**config.mk**
```make
export PLATFORM = sky130hd
export DESIGN_NAME = bqb_fifo
export DESIGN_NICKNAME = d
export VERILOG_FILES = /design/src/design/bqb_pkg.sv /design/src/design/bqb_fifo.sv
export SDC_FILE = /design/constraint.sdc
export NUM_CORES = 1
export LEC_CHECK = 0
export BUFFER_PORTS_ARGS = -buffer_cell sky130_fd_sc_hd__buf_4
export CORE_ASPECT_RATIO = 1.75
export CORE_UTILIZATION = 40
export DETAILED_ROUTE_END_ITERATION = 6
export GPL_ROUTABILITY_DRIVEN = 0
export PLACE_DENSITY = 0.66
export SLEW_MARGIN = 20
export SYNTH_ARGS = -nofsm -noshare
export SYNTH_HDL_FRONTEND = slang
export SYNTH_SLANG_ARGS = --single-unit
```
**constraint.sdc**
```tcl
create_clock -name aclk -period 11.1 [get_ports aclk]
set_clock_uncertainty 0.05 [all_clocks]
set_input_delay 1.665 -clock aclk [delete_from_list [all_inputs] [get_ports aclk]]
set_output_delay 1.665 -clock aclk [all_outputs]
set_load 0.05 [all_outputs]
```
**src/design/bqb_pkg.sv**
```systemverilog
// ----------------------------------------------------------------------------
// bqb_pkg
// Shared types and constants of the Bellman Q backup engine.
// ----------------------------------------------------------------------------
package bqb_pkg;

    // Defaults for the top-level parameters
    localparam int DEF_NUM_STATES  = 64;
    localparam int DEF_NUM_ACTIONS = 8;

    // Configuration register indexes and reset values
    localparam int          CFG_AW       = 1;
    localparam int          CFG_DW       = 31;
    localparam logic [CFG_AW-1:0] REG_DISCOUNT = 1'd0;
    localparam logic [CFG_AW-1:0] REG_EPSILON  = 1'd1;
    localparam logic [15:0] DISCOUNT_RST = 16'd58982;
    localparam logic [30:0] EPSILON_RST  = 31'd1;

    // Saturation limits
    localparam logic [22:0] WSUM_MAX  = 23'h7F_FFFF;
    localparam logic [30:0] DIFF_MAX  = 31'h7FFF_FFFF;
    localparam logic [62:0] SUMSQ_MAX = 63'h7FFF_FFFF_FFFF_FFFF;

    // One finished state-action group, front to back
    typedef struct packed {
        logic [5:0]         from_state;
        logic [2:0]         act;
        logic signed [63:0] wacc;
        logic [22:0]        wsum;
        logic               sweep_end;
    } grp_t;

    // Back-end status seen by the front end
    typedef struct packed {
        logic clearing;
        logic bank_sel;
        logic sweep_done;
    } bk_status_t;

endpackage

```
**src/design/bqb_fifo.sv**
```systemverilog
// ----------------------------------------------------------------------------
// bqb_fifo
// Two-entry queue of finished groups between front end and back end.
// ----------------------------------------------------------------------------
module bqb_fifo (
    input  logic          aclk,
    input  logic          aresetn,
    input  logic          push,
    input  bqb_pkg::grp_t push_data,
    input  logic          pop,
    output bqb_pkg::grp_t pop_data,
    output logic          full,
    output logic          empty
);

    bqb_pkg::grp_t mem_reg [2];
    logic          wr_ptr_reg, wr_ptr_next;
    logic          rd_ptr_reg, rd_ptr_next;
    logic [1:0]    cnt_reg, cnt_next;

    assign full     = (cnt_reg == 2'd2);
    assign empty    = (cnt_reg == 2'd0);
    assign pop_data = mem_reg[rd_ptr_reg];

    // Advance pointers and count
    always_comb begin
        wr_ptr_next = wr_ptr_reg;
        rd_ptr_next = rd_ptr_reg;
        cnt_next    = cnt_reg;
        if (push && !full) begin
            wr_ptr_next = ~wr_ptr_reg;
        end
        if (pop && !empty) begin
            rd_ptr_next = ~rd_ptr_reg;
        end
        if ((push && !full) && !(pop && !empty)) begin
            cnt_next = cnt_reg + 2'd1;
        end else if (!(push && !full) && (pop && !empty)) begin
            cnt_next = cnt_reg - 2'd1;
        end
    end

    always_ff @(posedge aclk) begin
        if (!aresetn) begin
            wr_ptr_reg <= 1'b0;
            rd_ptr_reg <= 1'b0;
            cnt_reg    <= 2'd0;
        end else begin
            wr_ptr_reg <= wr_ptr_next;
            rd_ptr_reg <= rd_ptr_next;
            cnt_reg    <= cnt_next;
        end
    end

    // Store entries
    always_ff @(posedge aclk) begin
        if (push && !full) begin
            mem_reg[wr_ptr_reg] <= push_data;
        end
    end

endmodule

```
# Word level (Yosys, flattened, before mapping)

Memories as Yosys holds them, arrays and structs flattened. A register that Yosys moved wholly into a read port is not among the register bits.
Index checks and enable logic that the tools add are counted.

Bits in registers: 4
Latch bits: 0
Memory bits (writable): 194
ROM bits: 0
Memories: 1

Memory list:

| name    | depth | width | read ports | clocked after memory_dff | wr ports | RTL line       | text |
|---|---|---|---|---|---|---|---|
| mem_reg | 2     | 97    | 1          | 1                        | 1        | bqb_fifo.sv:16 | `bqb_pkg::grp_t mem_reg [2];` |

Add/sub/neg operators: 2
$mul: 0
Divide/modulo/power cells: 0
$lt $le $gt $ge: 0
Equal/unequal tests: 1
Shift-type cells: 0
Multiplexer cells: 6
Bitwise operators: 2
Reductions and logical operators: 10

Operators by type and width:

| operator            | number |
|---|---|
| $logic_and 1x1->1   | 4 |
| $logic_not 1->1     | 4 |
| $mux 1              | 4 |
| $mux 2              | 2 |
| $add 2x1->2 const B | 1 |
| $eq 2x2->1 const B  | 1 |
| $logic_not 2->1     | 1 |
| $not 1->1           | 2 |
| $reduce_bool 2->1   | 1 |
| $sub 2x1->2 const B | 1 |

# Longest topological paths before layout

Depth in word-level cells: 7
Depth in mapped cells: 7
Gate-level depth less buffers: 7

# Worst setup path before layout

OpenSTA, ideal clock, no wires.

Kind: input-to-reg
Start: input push
End: memory mem_reg[0][0] in the netlist's numbering, enable pin
Library setup time: 537 ps
Data arrival time: 5504 ps
Required time: 10513 ps
Setup slack: 5010 ps
Stages on the path: 2
Cells stage by stage: inv_1 -> nor3_2

Word-level cells in the longest chain between the ends: 3

RTL lines:

| item                         | RTL line       | text |
|---|---|---|
| start: declaration           | bqb_fifo.sv:8  | `input logic push,` |
| $logic_and 1x1->1            | bqb_fifo.sv:57 | `if (push && !full) begin` |
| $mux 1                       | bqb_fifo.sv:57 |  |
| $mux 1 (implied by the code) | bqb_fifo.sv:58 | `mem_reg[wr_ptr_reg] <= push_data;` |
| end: declaration             | bqb_fifo.sv:16 |  |

Every way passes these cells.

==> impl_metrics.env <==
export IMPL_status="completed"
export IMPL_finalSetupTns_ns=0
export IMPL_grt_pass1_vias=4066
export IMPL_cp_max_fo=50
export IMPL_share_clk_of_total_power_pct=24.1
export IMPL_post_cts_resized=0
export IMPL_firstDrtPassIters=4
export IMPL_timing_critical_path_mode_cell="sky130_fd_sc_hd__buf_4"
export IMPL_power_net_switching_uw=942
export IMPL_r2r_end="mem_reg[1][84]"
export IMPL_antenna_violating_nets_post_route=0
export IMPL_timing_slew_headroom_pct=49.2
export IMPL_drive_gt1_share_pct=60.9
export IMPL_timing_critical_path_to_type="output pin"
export IMPL_clk_path_buf_depth=2
export IMPL_timing_reg2reg_worst_path_depth=3
export IMPL_cpPeakStageDelay_ns=0.77
export IMPL_power_report_internal_total_uw=1610
export IMPL_port_buffer_count=199
export IMPL_place_worst_setup_slack_ns=7.17
export IMPL_tritoncts_num_sinks=199
export IMPL_clk_insertion_delay_late_ns=0.42
export IMPL_number_of_flip_flops_under_the_largest_register_name=194
export IMPL_first_pass_grt_wire_length_mm=21.5
export IMPL_hold_path_startpoint="cnt_reg[1]"
export IMPL_report_final_slew_viol_count=0
export IMPL_synth_seq_area_share_pct=80.6
export IMPL_average_vias_per_placed_instance=4.72
export IMPL_cts_tree="done"
export IMPL_layout_area_overhead_vs_synth_pct=31.8
export IMPL_timing_hold_worst_class="flip-flop to flip-flop"
export IMPL_number_of_antenna_violations_at_the_first_check_in_global_routing=1
export IMPL_hpwl_mm=9.64
export IMPL_critical_path_cell_chain="buf_4 -> mux2_2 -> buf_4"
export IMPL_route_detailed_drc=0
export IMPL_num_io_pins=200
export IMPL_comb_power_share_pct=37.0
export IMPL_ys_warnings_count=0
export IMPL_cts_buffers_inserted=17
export IMPL_switching_share_of_power_pct=36.9
export IMPL_pwr_share_seq_pct=38.9
export IMPL_post_layout_nonfiller_instances=785
export IMPL_final_period_minus_worst_setup_slack_ns=4.33
export IMPL_rsz_0062_raised_after_global_routing="no"
export IMPL_clkTransAtPathRegs_ns=0.07
export IMPL_combined_area_of_all_synthesized_cells_sq_um=7350
export IMPL_timing_critical_path_max_delay_family="buffers and inverters"
export IMPL_all_layer_global_routing_usage_pct=15.3
export IMPL_critical_path_buf_inv_count=2
export IMPL_cts_htree_levels=4
export IMPL_floorplan_die_width_um=104
export IMPL_die_height_um=181
export IMPL_core_area_sq_um=18000
export IMPL_layout_commonest_cell="sky130_fd_sc_hd__buf_4"
export IMPL_setup_viol=0
export IMPL_sequential_cell_area_sq_um=5930
export IMPL_fp_dieArea_sq_um=18900
export IMPL_setup_slack_ns=6.77
export IMPL_finalNetCount=640
export IMPL_worst_path_class_setup="flip-flop to output pin"
export IMPL_critPathSlowestCell="sky130_fd_sc_hd__dfxtp_4"
export IMPL_wirelength_mm=14.0
export IMPL_cp_data_arrival_time_ns=2.61
export IMPL_yosysUniqueCellTypes=22
export IMPL_wl_per_cell_um=17.9
export IMPL_timing_worst_slew_pin_value_ns=0.762
export IMPL_r2r_start="cnt_reg[0]"
export IMPL_mostFrequentLayoutCells="sky130_fd_sc_hd__buf_4, sky130_fd_sc_hd__edfxtp_1, sky130_fd_sc_hd__mux2_2"
export IMPL_cap_violations=0
export IMPL_fmaxAchievable_mhz=231
export IMPL_grt_start_max_net_pins=51
export IMPL_timing_reg2reg_setup_slack_ns=8.67
export IMPL_first_iter_violations=103
export IMPL_power_density_nw_per_um2=263
export IMPL_grt_overflow_total=0
export IMPL_crit_path_start_kind="flip-flop"
export IMPL_std_cell_rows=65
export IMPL_dp_cells=753
export IMPL_min_period_over_period_pct=39.0
export IMPL_critPathCapture="pop_data[13]"
export IMPL_routed_via_count=3703
export IMPL_worst_endpoint_required_ns=9.39
export IMPL_fillers=1450
export IMPL_syn_instance_count=327
export IMPL_fin_hold_viols=0
export IMPL_power_leakage_uw=0.00363
export IMPL_multi_input_comb_area_sq_um=1340
export IMPL_ctsRootBufferMaster="sky130_fd_sc_hd__clkbuf_16"
export IMPL_power_ir_vdd_worst_v=0.000161
export IMPL_synth_avg_cell_area_sq_um=22.5
export IMPL_synth_seq_cells=199
export IMPL_post_cts_setup_buffer_count=0
export IMPL_postSynthNetCount=429
export IMPL_cp_num_cells=3
export IMPL_initial_core_util_pct=40.9
export IMPL_ctsHoldBuffers=0
[layer usage]
| layer | global-route usage [%] | up-vias | share of wire [%] |
|---|---|---|---|
| met1 | 14.8 | 1821 | 34 |
| li1 | - | 1716 | - |
| met3 | 4.94 | 34 | 5.9 |
| met5 | 0 | - | 0 |
| met2 | 27.5 | 132 | 56 |
| met4 | 9.83 | 0 | 4.4 |
[worst min-delay path by stage]
stage | to | slack [ns] | cells past startpoint
3_3_place_gp | cnt_reg[1] | 0.45 | 2
6_report | cnt_reg[1] | 0.49 | 2
4_1_cts | cnt_reg[1] | 0.50 | 2
2_1_floorplan | cnt_reg[1] | 0.43 | 2
5_1_grt | cnt_reg[1] | 0.51 | 2
3_5_place_dp | cnt_reg[1] | 0.49 | 2
[synth_stat cells (all sizes together)]
| cell type | instances | share of area (%) |
|---|---|---|
| a21boi | 2 | 0.20 |
| and2 | 3 | 0.26 |
| and3 | 1 | 0.085 |
| buf | 11 | 1.2 |
| dfxtp | 5 | 1.4 |
| edfxtp | 194 | 79 |
| ha | 1 | 0.17 |
| inv | 2 | 0.10 |
| mux2 | 97 | 16 |
| nand2b | 1 | 0.085 |
| nor2 | 2 | 0.10 |
| nor3 | 1 | 0.14 |
| o21a | 1 | 0.10 |
| o21ai | 2 | 0.14 |
| or3 | 1 | 0.085 |
| xnor2 | 2 | 0.24 |
| xor2 | 1 | 0.12 |
[worst register-to-register path, delay by kind of cell (launching register included)]
family,cells,cell delay [ns]
simple gates,2,0.87
buf+inv,1,0.69
flops,1,0.42
[power by group through the flow]
stage | logic [uW] | clock network, uW | registers (uW)
floorplan | 723 | 0 | 989
global placement | 946 | 0 | 1010
detailed placement | 953 | 0 | 1010
CTS | 955 | 627 | 997
global route | 981 | 658 | 1010
finish | 943 | 615 | 994
[cell families (layout without fill, tap and decap cells)]
logic type                 Yosys count  after routing  share of synthesized area [%]
adders and majority gates            1              1                          0.170
other                                0              1                              0
and+or+nand+nor                      9              9                          0.749
buffers and inverters               13            236                           1.28
DFF                                199            199                           80.6
xor gates and xnor gates             3              3                          0.358
AOI/OAI and AO/OA                    5              5                          0.443
muxes                               97             97                           16.4
[stage by stage]
step | total power [uW] | area, sq um | utilization (%) | hold WS, ns
after floorplan | 1710 | 7350 | - | 0.433
after global placement | 1950 | 9100 | 50.6 | 0.452
after detailed placement | 1970 | 9100 | 50.6 | 0.489
after CTS | 2580 | 9680 | 53.9 | 0.498
after global routing | 2650 | 9680 | 53.9 | 0.511
final | 2550 | 9690 | 53.9 | 0.492
[final cells by class]
type,instances,share of cell area (%)
flip-flops and latches,199,61.2
repair buffers,203,15.7
multi-input cells,115,13.9
clock buffers,17,4.39
well taps,234,3.02
clock inverters,14,1.67
inverters,2,0.0775
diodes,1,0.0258
No activity file was read; power rests on OpenSTA's default activity.
