`config.mk`:
```
export PLATFORM = sky130hd
export DESIGN_NAME = bqb_front
export DESIGN_NICKNAME = d
export VERILOG_FILES = /design/src/design/bqb_pkg.sv /design/src/design/bqb_front.sv
export SDC_FILE = /design/constraint.sdc
export NUM_CORES = 2
export LEC_CHECK = 0
export BUFFER_PORTS_ARGS = -buffer_cell sky130_fd_sc_hd__buf_2
export CORE_MARGIN = 2
export CORE_UTILIZATION = 65
export DETAILED_ROUTE_END_ITERATION = 16
export GPL_ROUTABILITY_DRIVEN = 0
export PLACE_DENSITY = 0.84
export SKIP_CTS_REPAIR_TIMING = 1
export SLEW_MARGIN = 40
export SYNTH_ARGS = -nofsm -noshare
export SYNTH_HDL_FRONTEND = slang
export SYNTH_SLANG_ARGS = --single-unit
```
`constraint.sdc`:
```
create_clock -name aclk -period 13.2 [get_ports aclk]
set_input_delay 1.32 -clock aclk [delete_from_list [all_inputs] [get_ports aclk]]
set_output_delay 1.32 -clock aclk [all_outputs]
set_load 0.005 [all_outputs]
```
`src/design/bqb_pkg.sv`:
```
// ----------------------------------------------------------------------------
// bqb_pkg
// Shared types and constants of the Bellman Q backup engine.
// ----------------------------------------------------------------------------
package bqb_pkg;

    // Defaults for the top-level parameters
    localparam int DEF_NUM_STATES  = 64;
    localparam int DEF_NUM_ACTIONS = 8;

    // Configuration register indexes and reset values
    localparam int          CFG_AW       = 1;
    localparam int          CFG_DW       = 31;
    localparam logic [CFG_AW-1:0] REG_DISCOUNT = 1'd0;
    localparam logic [CFG_AW-1:0] REG_EPSILON  = 1'd1;
    localparam logic [15:0] DISCOUNT_RST = 16'd58982;
    localparam logic [30:0] EPSILON_RST  = 31'd1;

    // Saturation limits
    localparam logic [22:0] WSUM_MAX  = 23'h7F_FFFF;
    localparam logic [30:0] DIFF_MAX  = 31'h7FFF_FFFF;
    localparam logic [62:0] SUMSQ_MAX = 63'h7FFF_FFFF_FFFF_FFFF;

    // One finished state-action group, front to back
    typedef struct packed {
        logic [5:0]         from_state;
        logic [2:0]         act;
        logic signed [63:0] wacc;
        logic [22:0]        wsum;
        logic               sweep_end;
    } grp_t;

    // Back-end status seen by the front end
    typedef struct packed {
        logic clearing;
        logic bank_sel;
        logic sweep_done;
    } bk_status_t;

endpackage

```
`src/design/bqb_front.sv`:
```
// ----------------------------------------------------------------------------
// bqb_front
// Accepts transition items, reads V, multiplies and accumulates per group,
// and hands each finished group to the queue.
// ----------------------------------------------------------------------------
module bqb_front #(
    parameter int NUM_STATES = bqb_pkg::DEF_NUM_STATES,
    localparam int VW = $clog2(2 * NUM_STATES)
) (
    input  logic               aclk,
    input  logic               aresetn,
    input  logic               s_tvalid,
    output logic               s_tready,
    input  logic [63:0]        s_tdata,
    input  logic               s_tlast,
    input  logic               s_tuser,
    input  logic [15:0]        discount,
    output logic [VW-1:0]      vb_rd_addr,
    input  logic signed [31:0] vb_rd_data,
    input  bqb_pkg::bk_status_t status,
    output logic               q_push,
    output bqb_pkg::grp_t      q_push_data,
    input  logic               q_full
);

    localparam logic [1:0] F_IDLE = 2'd0;
    localparam logic [1:0] F_MUL1 = 2'd1;
    localparam logic [1:0] F_MUL2 = 2'd2;
    localparam logic [1:0] F_ACC  = 2'd3;

    logic [1:0]         state_reg, state_next;
    logic [5:0]         ns_mod [64];
    logic [5:0]         s_reg;
    logic [2:0]         a_reg;
    logic [15:0]        w_reg;
    logic signed [31:0] r_reg;
    logic               gend_reg;
    logic               send_reg;
    logic signed [48:0] p1_reg;
    logic signed [49:0] p2_reg;
    logic signed [32:0] term;
    logic signed [63:0] wacc_reg, wacc_sum;
    logic [22:0]        wsum_reg, wsum_sum;
    logic signed [64:0] wacc_wide;
    logic [23:0]        wsum_wide;
    logic               wait_reg, wait_next;
    logic               accept;

    // Reduce next state modulo the state count
    for (genvar g = 0; g < 64; g++) begin : g_nsmod
        assign ns_mod[g] = 6'(g % NUM_STATES);
    end

    assign s_tready   = (state_reg == F_IDLE) && !status.clearing && !wait_reg;
    assign accept     = s_tvalid && s_tready;
    assign vb_rd_addr = VW'(status.bank_sel) * VW'(NUM_STATES) + VW'(ns_mod[s_tdata[14:9]]);

    // Floor of discount*V by 2^16 plus reward, then weight times that term
    assign term = 33'(r_reg) + 33'(p1_reg >>> 16);

    // Saturating accumulation
    assign wacc_wide = 65'(wacc_reg) + 65'(p2_reg);
    assign wsum_wide = {1'b0, wsum_reg} + 24'(w_reg);
    always_comb begin
        if (wacc_wide[64] != wacc_wide[63]) begin
            wacc_sum = wacc_wide[64] ? {1'b1, 63'd0} : {1'b0, {63{1'b1}}};
        end else begin
            wacc_sum = wacc_wide[63:0];
        end
        wsum_sum = wsum_wide[23] ? bqb_pkg::WSUM_MAX : wsum_wide[22:0];
    end

    assign q_push = (state_reg == F_ACC) && gend_reg && !q_full;
    always_comb begin
        q_push_data.from_state = s_reg;
        q_push_data.act        = a_reg;
        q_push_data.wacc       = wacc_sum;
        q_push_data.wsum       = wsum_sum;
        q_push_data.sweep_end  = send_reg;
    end

    // Sequence one item through the multipliers
    always_comb begin
        state_next = state_reg;
        wait_next  = wait_reg;
        if (status.sweep_done) begin
            wait_next = 1'b0;
        end
        unique case (state_reg)
            F_IDLE: begin
                if (accept) begin
                    state_next = F_MUL1;
                end
            end
            F_MUL1: state_next = F_MUL2;
            F_MUL2: state_next = F_ACC;
            F_ACC: begin
                if (!gend_reg) begin
                    state_next = F_IDLE;
                end else if (!q_full) begin
                    state_next = F_IDLE;
                    if (send_reg) begin
                        wait_next = 1'b1;
                    end
                end
            end
            default: state_next = F_IDLE;
        endcase
    end

    always_ff @(posedge aclk) begin
        if (!aresetn) begin
            state_reg <= F_IDLE;
            wait_reg  <= 1'b0;
            wacc_reg  <= '0;
            wsum_reg  <= '0;
        end else begin
            state_reg <= state_next;
            wait_reg  <= wait_next;
            if (state_reg == F_ACC) begin
                if (!gend_reg) begin
                    wacc_reg <= wacc_sum;
                    wsum_reg <= wsum_sum;
                end else if (!q_full) begin
                    wacc_reg <= '0;
                    wsum_reg <= '0;
                end
            end
        end
    end

    // Hold item fields and products
    always_ff @(posedge aclk) begin
        if (accept) begin
            s_reg    <= s_tdata[5:0];
            a_reg    <= s_tdata[8:6];
            w_reg    <= s_tdata[30:15];
            r_reg    <= s_tdata[62:31];
            gend_reg <= s_tlast;
            send_reg <= s_tuser;
        end
        if (state_reg == F_MUL1) begin
            p1_reg <= $signed({1'b0, discount}) * vb_rd_data;
        end
        if (state_reg == F_MUL2) begin
            p2_reg <= $signed({1'b0, w_reg}) * term;
        end
    end

endmodule

```
======== Yosys cells after proc, flatten, opt, wreduce, memory -nomap -nowiden ========
Memories as Yosys holds them, arrays and structs flattened.
Cells that the tools add are included.
storage, ports and cells
  register bits ........................... 248
  ROM bits ................................ 384
  input port bits ......................... 121
  output and inout bits ................... 106
  word-level logic and storage cells ...... 57
  memories kept ........................... 1
memory list
  name              depth  width  rd ports  clocked after Yosys merged registers in  write ports  RTL line         RTL
  (name not given)  64     6      1         0                                        0            bqb_front.sv:56  assign vb_rd_addr = VW'(status.bank_sel) * VW'(NUM_STATES) + VW'(ns_mod[s_tdata[14:9]]);
cells by class
  $add $sub $neg .......................... 4
  multiply operators ...................... 2
  magnitude comparators ................... 1
  equality and inequality tests ........... 7
  multiplexer cells ....................... 18
  bitwise gates (word level) .............. 1
  reduce and logical (&&, ||, !) cells .... 11
operator list
  cell                                                              number
  64-bit two-way mux                                                4
  23-bit two-way mux                                                3
  64-bit by 50-bit adder with 65-bit output                         1
  17-bit by 33-bit multiplier with 50-bit output                    1
  17-bit by 32-bit multiplier with 49-bit output                    1
  32-bit by 33-bit adder with 33-bit output                         1
  23-bit by 16-bit adder with 24-bit output                         1
  6-bit two-way mux                                                 2
  2-bit case mux with 4 select lines                                1
  7-bit by 6-bit adder with 7-bit output                            1
  7-bit >= comparator (second input constant)                       1
  6-bit NOT with 7-bit output                                       1
  2-bit two-way mux                                                 3
  1-bit logical AND                                                 5
  1-bit two-way mux                                                 5
  2-bit == test (second input constant)                             2
  2-bit != test (second input constant)                             2
  2-bit AND reduction                                               2
  1-bit zero test                                                   3
  3-bit != test (second input constant)                             1
  2-bit by 1-bit == test with 1-bit output (second input constant)  1
  2-bit zero test                                                   1
  1-bit != test                                                     1

======== Depth between registers and ports, before layout ========
  word-level depth ........................ 6
  depth in mapped cells ................... 40
  depth with buffers taken out ............ 38

======== Least setup slack after synthesis ========
OpenSTA, ideal clock, no wires.
  path kind ............................... reg-to-reg
  start point ............................. register r_reg[1]
  end point ............................... register p2_reg[49], data pin
  setup time .............................. 0.264 ns
  arrival time ............................ 8.265 ns
  required time ........................... 12.936 ns
  slack ................................... 4.671 ns
  cell stages (with the launch flop) ...... 35
  cells stage by stage .................... edfxtp_1 > ha_1 > a21o_1 > a21oi_1 > o21ai_0 > a21o_1 > a21oi_1 > o21ba_2 > nor2b_1 > o21a_1 > o41a_1 > xor2_1 > clkbuf_1 > nand2_1 > fa_1 > inv_1 > fa_1 > fa_1 > inv_1 > fa_1 > inv_1 > fa_1 > fa_1 > ha_1 > and4_1 > o2111a_1 > a32oi_1 > a31oi_1 > o21ai_0 > a31o_2 > a21bo_2 > o221a_2 > nor2b_1 > o31ai_1 > xnor2_1
between the ends
  longest elaborated chain between the ends .. 2
RTL lines
  element                                         RTL line          RTL
  from (decl)                                     bqb_front.sv:36   logic signed [31:0] r_reg;
  from (signal assigned)                          bqb_front.sv:138  r_reg <= s_tdata[62:31];
  32-bit by 33-bit adder with 33-bit output       bqb_front.sv:59   assign term = 33'(r_reg) + 33'(p1_reg >>> 16);
  17-bit by 33-bit multiplier with 50-bit output  bqb_front.sv:146  p2_reg <= $signed({1'b0, w_reg}) * term;
  to (signal assigned)                            bqb_front.sv:146
  to (decl)                                       bqb_front.sv:40   logic signed [49:0] p2_reg;
Every way passes these cells.
A chain may end at the register's enable or synchronous reset.

======== Final worst setup path ========
  start point ............................. register r_reg[0]
  end point ............................... register p2_reg[49], data pin
Same word-level chain as after synthesis.

==> impl_summary.txt <==
----------------------------------------------------
[Global route]
  Leftover overflow at the end of global routing ... 0
  Number of global-route vias before repair ... between 40000 and 50000
  Maximum number of pins on one net before global-route repair ... 63
  Total track usage ... 0.333
  Global-route wire length before repair ... 207 mm
  Initial antenna violation count ... 4

[Critical path]
  Endpoint kind of the worst setup timing path ... flip-flop
  Critical Path Max Stage Delay ... roughly 0.70 ns
  Worst Path Arrival ... about 10 ns
  Critical path peak fanout ... 24
  Crit Path Class ... flip-flop to flip-flop
  Cell with the most instances on the worst path ... sky130_fd_sc_hd__fa_1
  Buffers plus inverters on the worst setup path ... 6
  Library cell contributing the largest single delay on the critical path ... sky130_fd_sc_hd__fa_1
  Crit path required time ... 13.54 ns
  Top Family by Delay on Critical Path ... adder cells
  Startpoint kind of the worst setup timing path ... flip-flop

[Clocking]
  CTS root buf ... sky130_fd_sc_hd__clkbuf_16
  Bufs on Longest Clock Path ... 3
  TritonCTS clock tree ... done
  H-tree levels ... 1
  Cts bufs inserted ... 27
  Worst skew pair latency ... 0.60 ns
  Sink count of the clock tree ... ~230
  Clock slew seen by the registers of the worst setup and hold paths ... roughly 0.06 ns

[Logic synthesis]
  Synthesized instance count ... about 5400
  Count of unique library cells instantiated by Yosys ... 83
  Main combinational cell family by area after synthesis ... adder cells
  Cell area after synthesis ... 0.0496 sq mm
  Most area-hungry cell type in the Yosys netlist ... sky130_fd_sc_hd__fa_1
  Register bit total from synthesis ... 232
  Proportion of synthesized area in mux cells ... 0.00106
  Synthesized net count ... 6913
  Share of flip-flops with an asynchronous set or reset ... 0
  Post-synthesis average cell area ... slightly above 9 sq um
  Synthesis warning total ... 0
  Share of synthesized cell area in full adder, half adder and majority cells ... 0.489
  Fraction of synthesized cell area taken by the top area cell type ... 0.401
  Area share of and/or/nand/nor cells after synthesis ... 0.152
  Count of flip-flops with a built-in enable after synthesis ... 142
  Area share of xor/xnor cells in the synthesized design ... 0.0328
  Primary flip-flop cell chosen by synthesis mapping ... sky130_fd_sc_hd__edfxtp_1
  Post-synthesis sequential area ratio ... 0.122
  Top area cells in the synthesized netlist ... sky130_fd_sc_hd__fa_1, sky130_fd_sc_hd__ha_1, sky130_fd_sc_hd__edfxtp_1, sky130_fd_sc_hd__inv_1, sky130_fd_sc_hd__nand2_1
  Area fraction in compound gates after synthesis ... 0.0961

[Finish]
  Final Instance Area ... roughly 0.052 sq mm
  Share of post-route cells with drive strength above 1 ... 0.0691
  Count of nets after finishing ... 6958
  Flip-flop count of the largest register after layout ... between 60 and 70
  Area grow syn2layout ... 5.52%

[STA]
  Number of failing setup endpoints in the final timing report ... 0
  Max Transition Viols Final ... 0
  Final critical delay including setup and external delays ... approximately 9.7 ns
  Timing-limited maximum frequency ... 0.103 GHz
  Share of the clock period used by the worst path ... 0.735
  Unrepaired setup endpoints after global routing ... false
  Aggregate negative setup slack ... 0 ns
  Worst-case headroom to the max-slew limit ... 0.418
  Worst-margin pin slew ... 0.873 ns
  Worst-case clock skew ... 0.0147 ns
  Final hold violation count ... 0

[Detailed routing]
  Antenna Violating Nets Remaining ... 0
  Total wirelength of the detailed-routed design ... 127 mm
  Per-cell routed wire length ... between 15 and 20 um
  Post-detailed-route via-to-cell ratio ... ~5.9
  DR vias ... approximately 38000
  Number of design rule violations left after detail routing ... 0
  Drt initial violations ... 3055
  Pre-antenna DRT Iters ... 7

[Die]
  Std-Cell Core Area ... 0.0757 sq mm
  Initial Util ... 0.655
  I/O pin count ... about 230
  DIE AREA ... 0.0785 sq mm
  Row count ... approximately 100
  Die width ... 280 um
  Height of the die ... 280 um

[Placement]
  Area post-placement ... 0.0514 sq mm
  Port bufs ... 211
  Detailed Place HPWL ... 97.3 mm

[Run]
  Max Cap Viol ... 0

[Outcome]
  Run status ... completed

[Hold path]
  Worst hold-check path type ... flip-flop to flip-flop

----------------------------------------------------
## layer usage
metal  share of wire  wire length (um)  vias to the layer above  GRT usage
li1                -                 -                    16800          -
met1            0.37             46600                    18900      0.411
met2            0.49             61600                     2062      0.568
met3           0.097             12300                      458     0.0628
met4           0.051              6450                        0      0.157
met5               0                 0                        -          0
## final timing paths
| kind | cells after the start | end | slack (ns) | from |
|---|---|---|---|---|
| setup / recovery | 37 | p2_reg[49] | 3.50 | r_reg[0] |
| hold / removal | 2 | wacc_reg[6] | 0.48 | wacc_reg[6] |
| setup reg to reg | 37 | p2_reg[49] | 3.50 | r_reg[0] |
| hold reg to reg | 2 | wacc_reg[6] | 0.48 | wacc_reg[6] |
## synthesized netlist by cell type, drive strengths merged (7+ instances only)
library cell,n
a211oi,17
a21boi,10
a21o,94
a21oi,182
a221oi,7
a22o,18
a31oi,19
and2,394
and3,22
and4,9
buf,36
clkbuf,210
dfxtp,90
edfxtp,142
fa,993
ha,351
inv,1134
nand2,836
nand2b,33
nand3,39
nand4,26
nor2,113
nor2b,51
nor3,30
o211ai,84
o21a,22
o21ai,174
o21bai,22
o31ai,12
or2,10
xnor2,124
xor2,62
## cell type report
class | count | area, sq um
multi-input combinational | 3836 | 38500
fill | 5582 | 23400
sequential | 232 | 6070
inverter | 1134 | 4260
timing repair buffer | 262 | 1440
tap | 978 | 1220
clock buffer | 33 | 718
clock inverter | 17 | 176
antenna | 3 | 7.51
## stage by stage
step                instances  worst slack (ns)  utilization  hold slack, ns
floorplan                5448              4.67            -           0.446
global placement         6442              3.75        0.678           0.460
detailed placement       6442              3.55        0.679           0.466
CTS                      6492              3.49        0.691           0.482
global route             6495              2.80        0.691           0.501
finish                   6495              3.50        0.691           0.484
## placed cells by master, fill, tap and decap left out, types with 16 or more instances in the layout
cell type,n
sky130_fd_sc_hd__dfxtp_1,90
sky130_fd_sc_hd__nor2_1,113
sky130_fd_sc_hd__a21o_1,94
sky130_fd_sc_hd__nand2_1,836
sky130_fd_sc_hd__o21bai_1,21
sky130_fd_sc_hd__nand3_1,39
sky130_fd_sc_hd__ha_1,349
sky130_fd_sc_hd__nor3_1,27
sky130_fd_sc_hd__inv_1,1133
sky130_fd_sc_hd__and3_1,22
sky130_fd_sc_hd__o211ai_1,69
sky130_fd_sc_hd__fa_1,993
sky130_fd_sc_hd__o21ai_0,162
sky130_fd_sc_hd__a211oi_1,16
sky130_fd_sc_hd__nand4_1,26
sky130_fd_sc_hd__buf_2,211
sky130_fd_sc_hd__and2_1,393
sky130_fd_sc_hd__a31oi_1,17
sky130_fd_sc_hd__nor2b_1,51
sky130_fd_sc_hd__xor2_1,56
sky130_fd_sc_hd__xnor2_1,117
sky130_fd_sc_hd__nand2b_1,31
sky130_fd_sc_hd__a22o_1,18
sky130_fd_sc_hd__edfxtp_1,142
sky130_fd_sc_hd__o21a_1,22
sky130_fd_sc_hd__buf_4,51
sky130_fd_sc_hd__clkbuf_16,27
sky130_fd_sc_hd__a21oi_1,182
## tightest hold or removal path: stages, from the launching register on
cell and delay (ns):
sky130_fd_sc_hd__dfxtp_1 0.33, sky130_fd_sc_hd__nand2_1 0.06, sky130_fd_sc_hd__o211ai_2 0.06
## kinds of logic after synthesis
logic type      count (synthesis)
compound gates                716
xor+xnor                      186
fa+ha+maj                    1344
buf+inv                      1380
flops                         232
mux                             5
simple gates                 1585
Power is not shown: default switching activity piles up to over one toggle a cycle in this logic, so the estimate is an artifact.
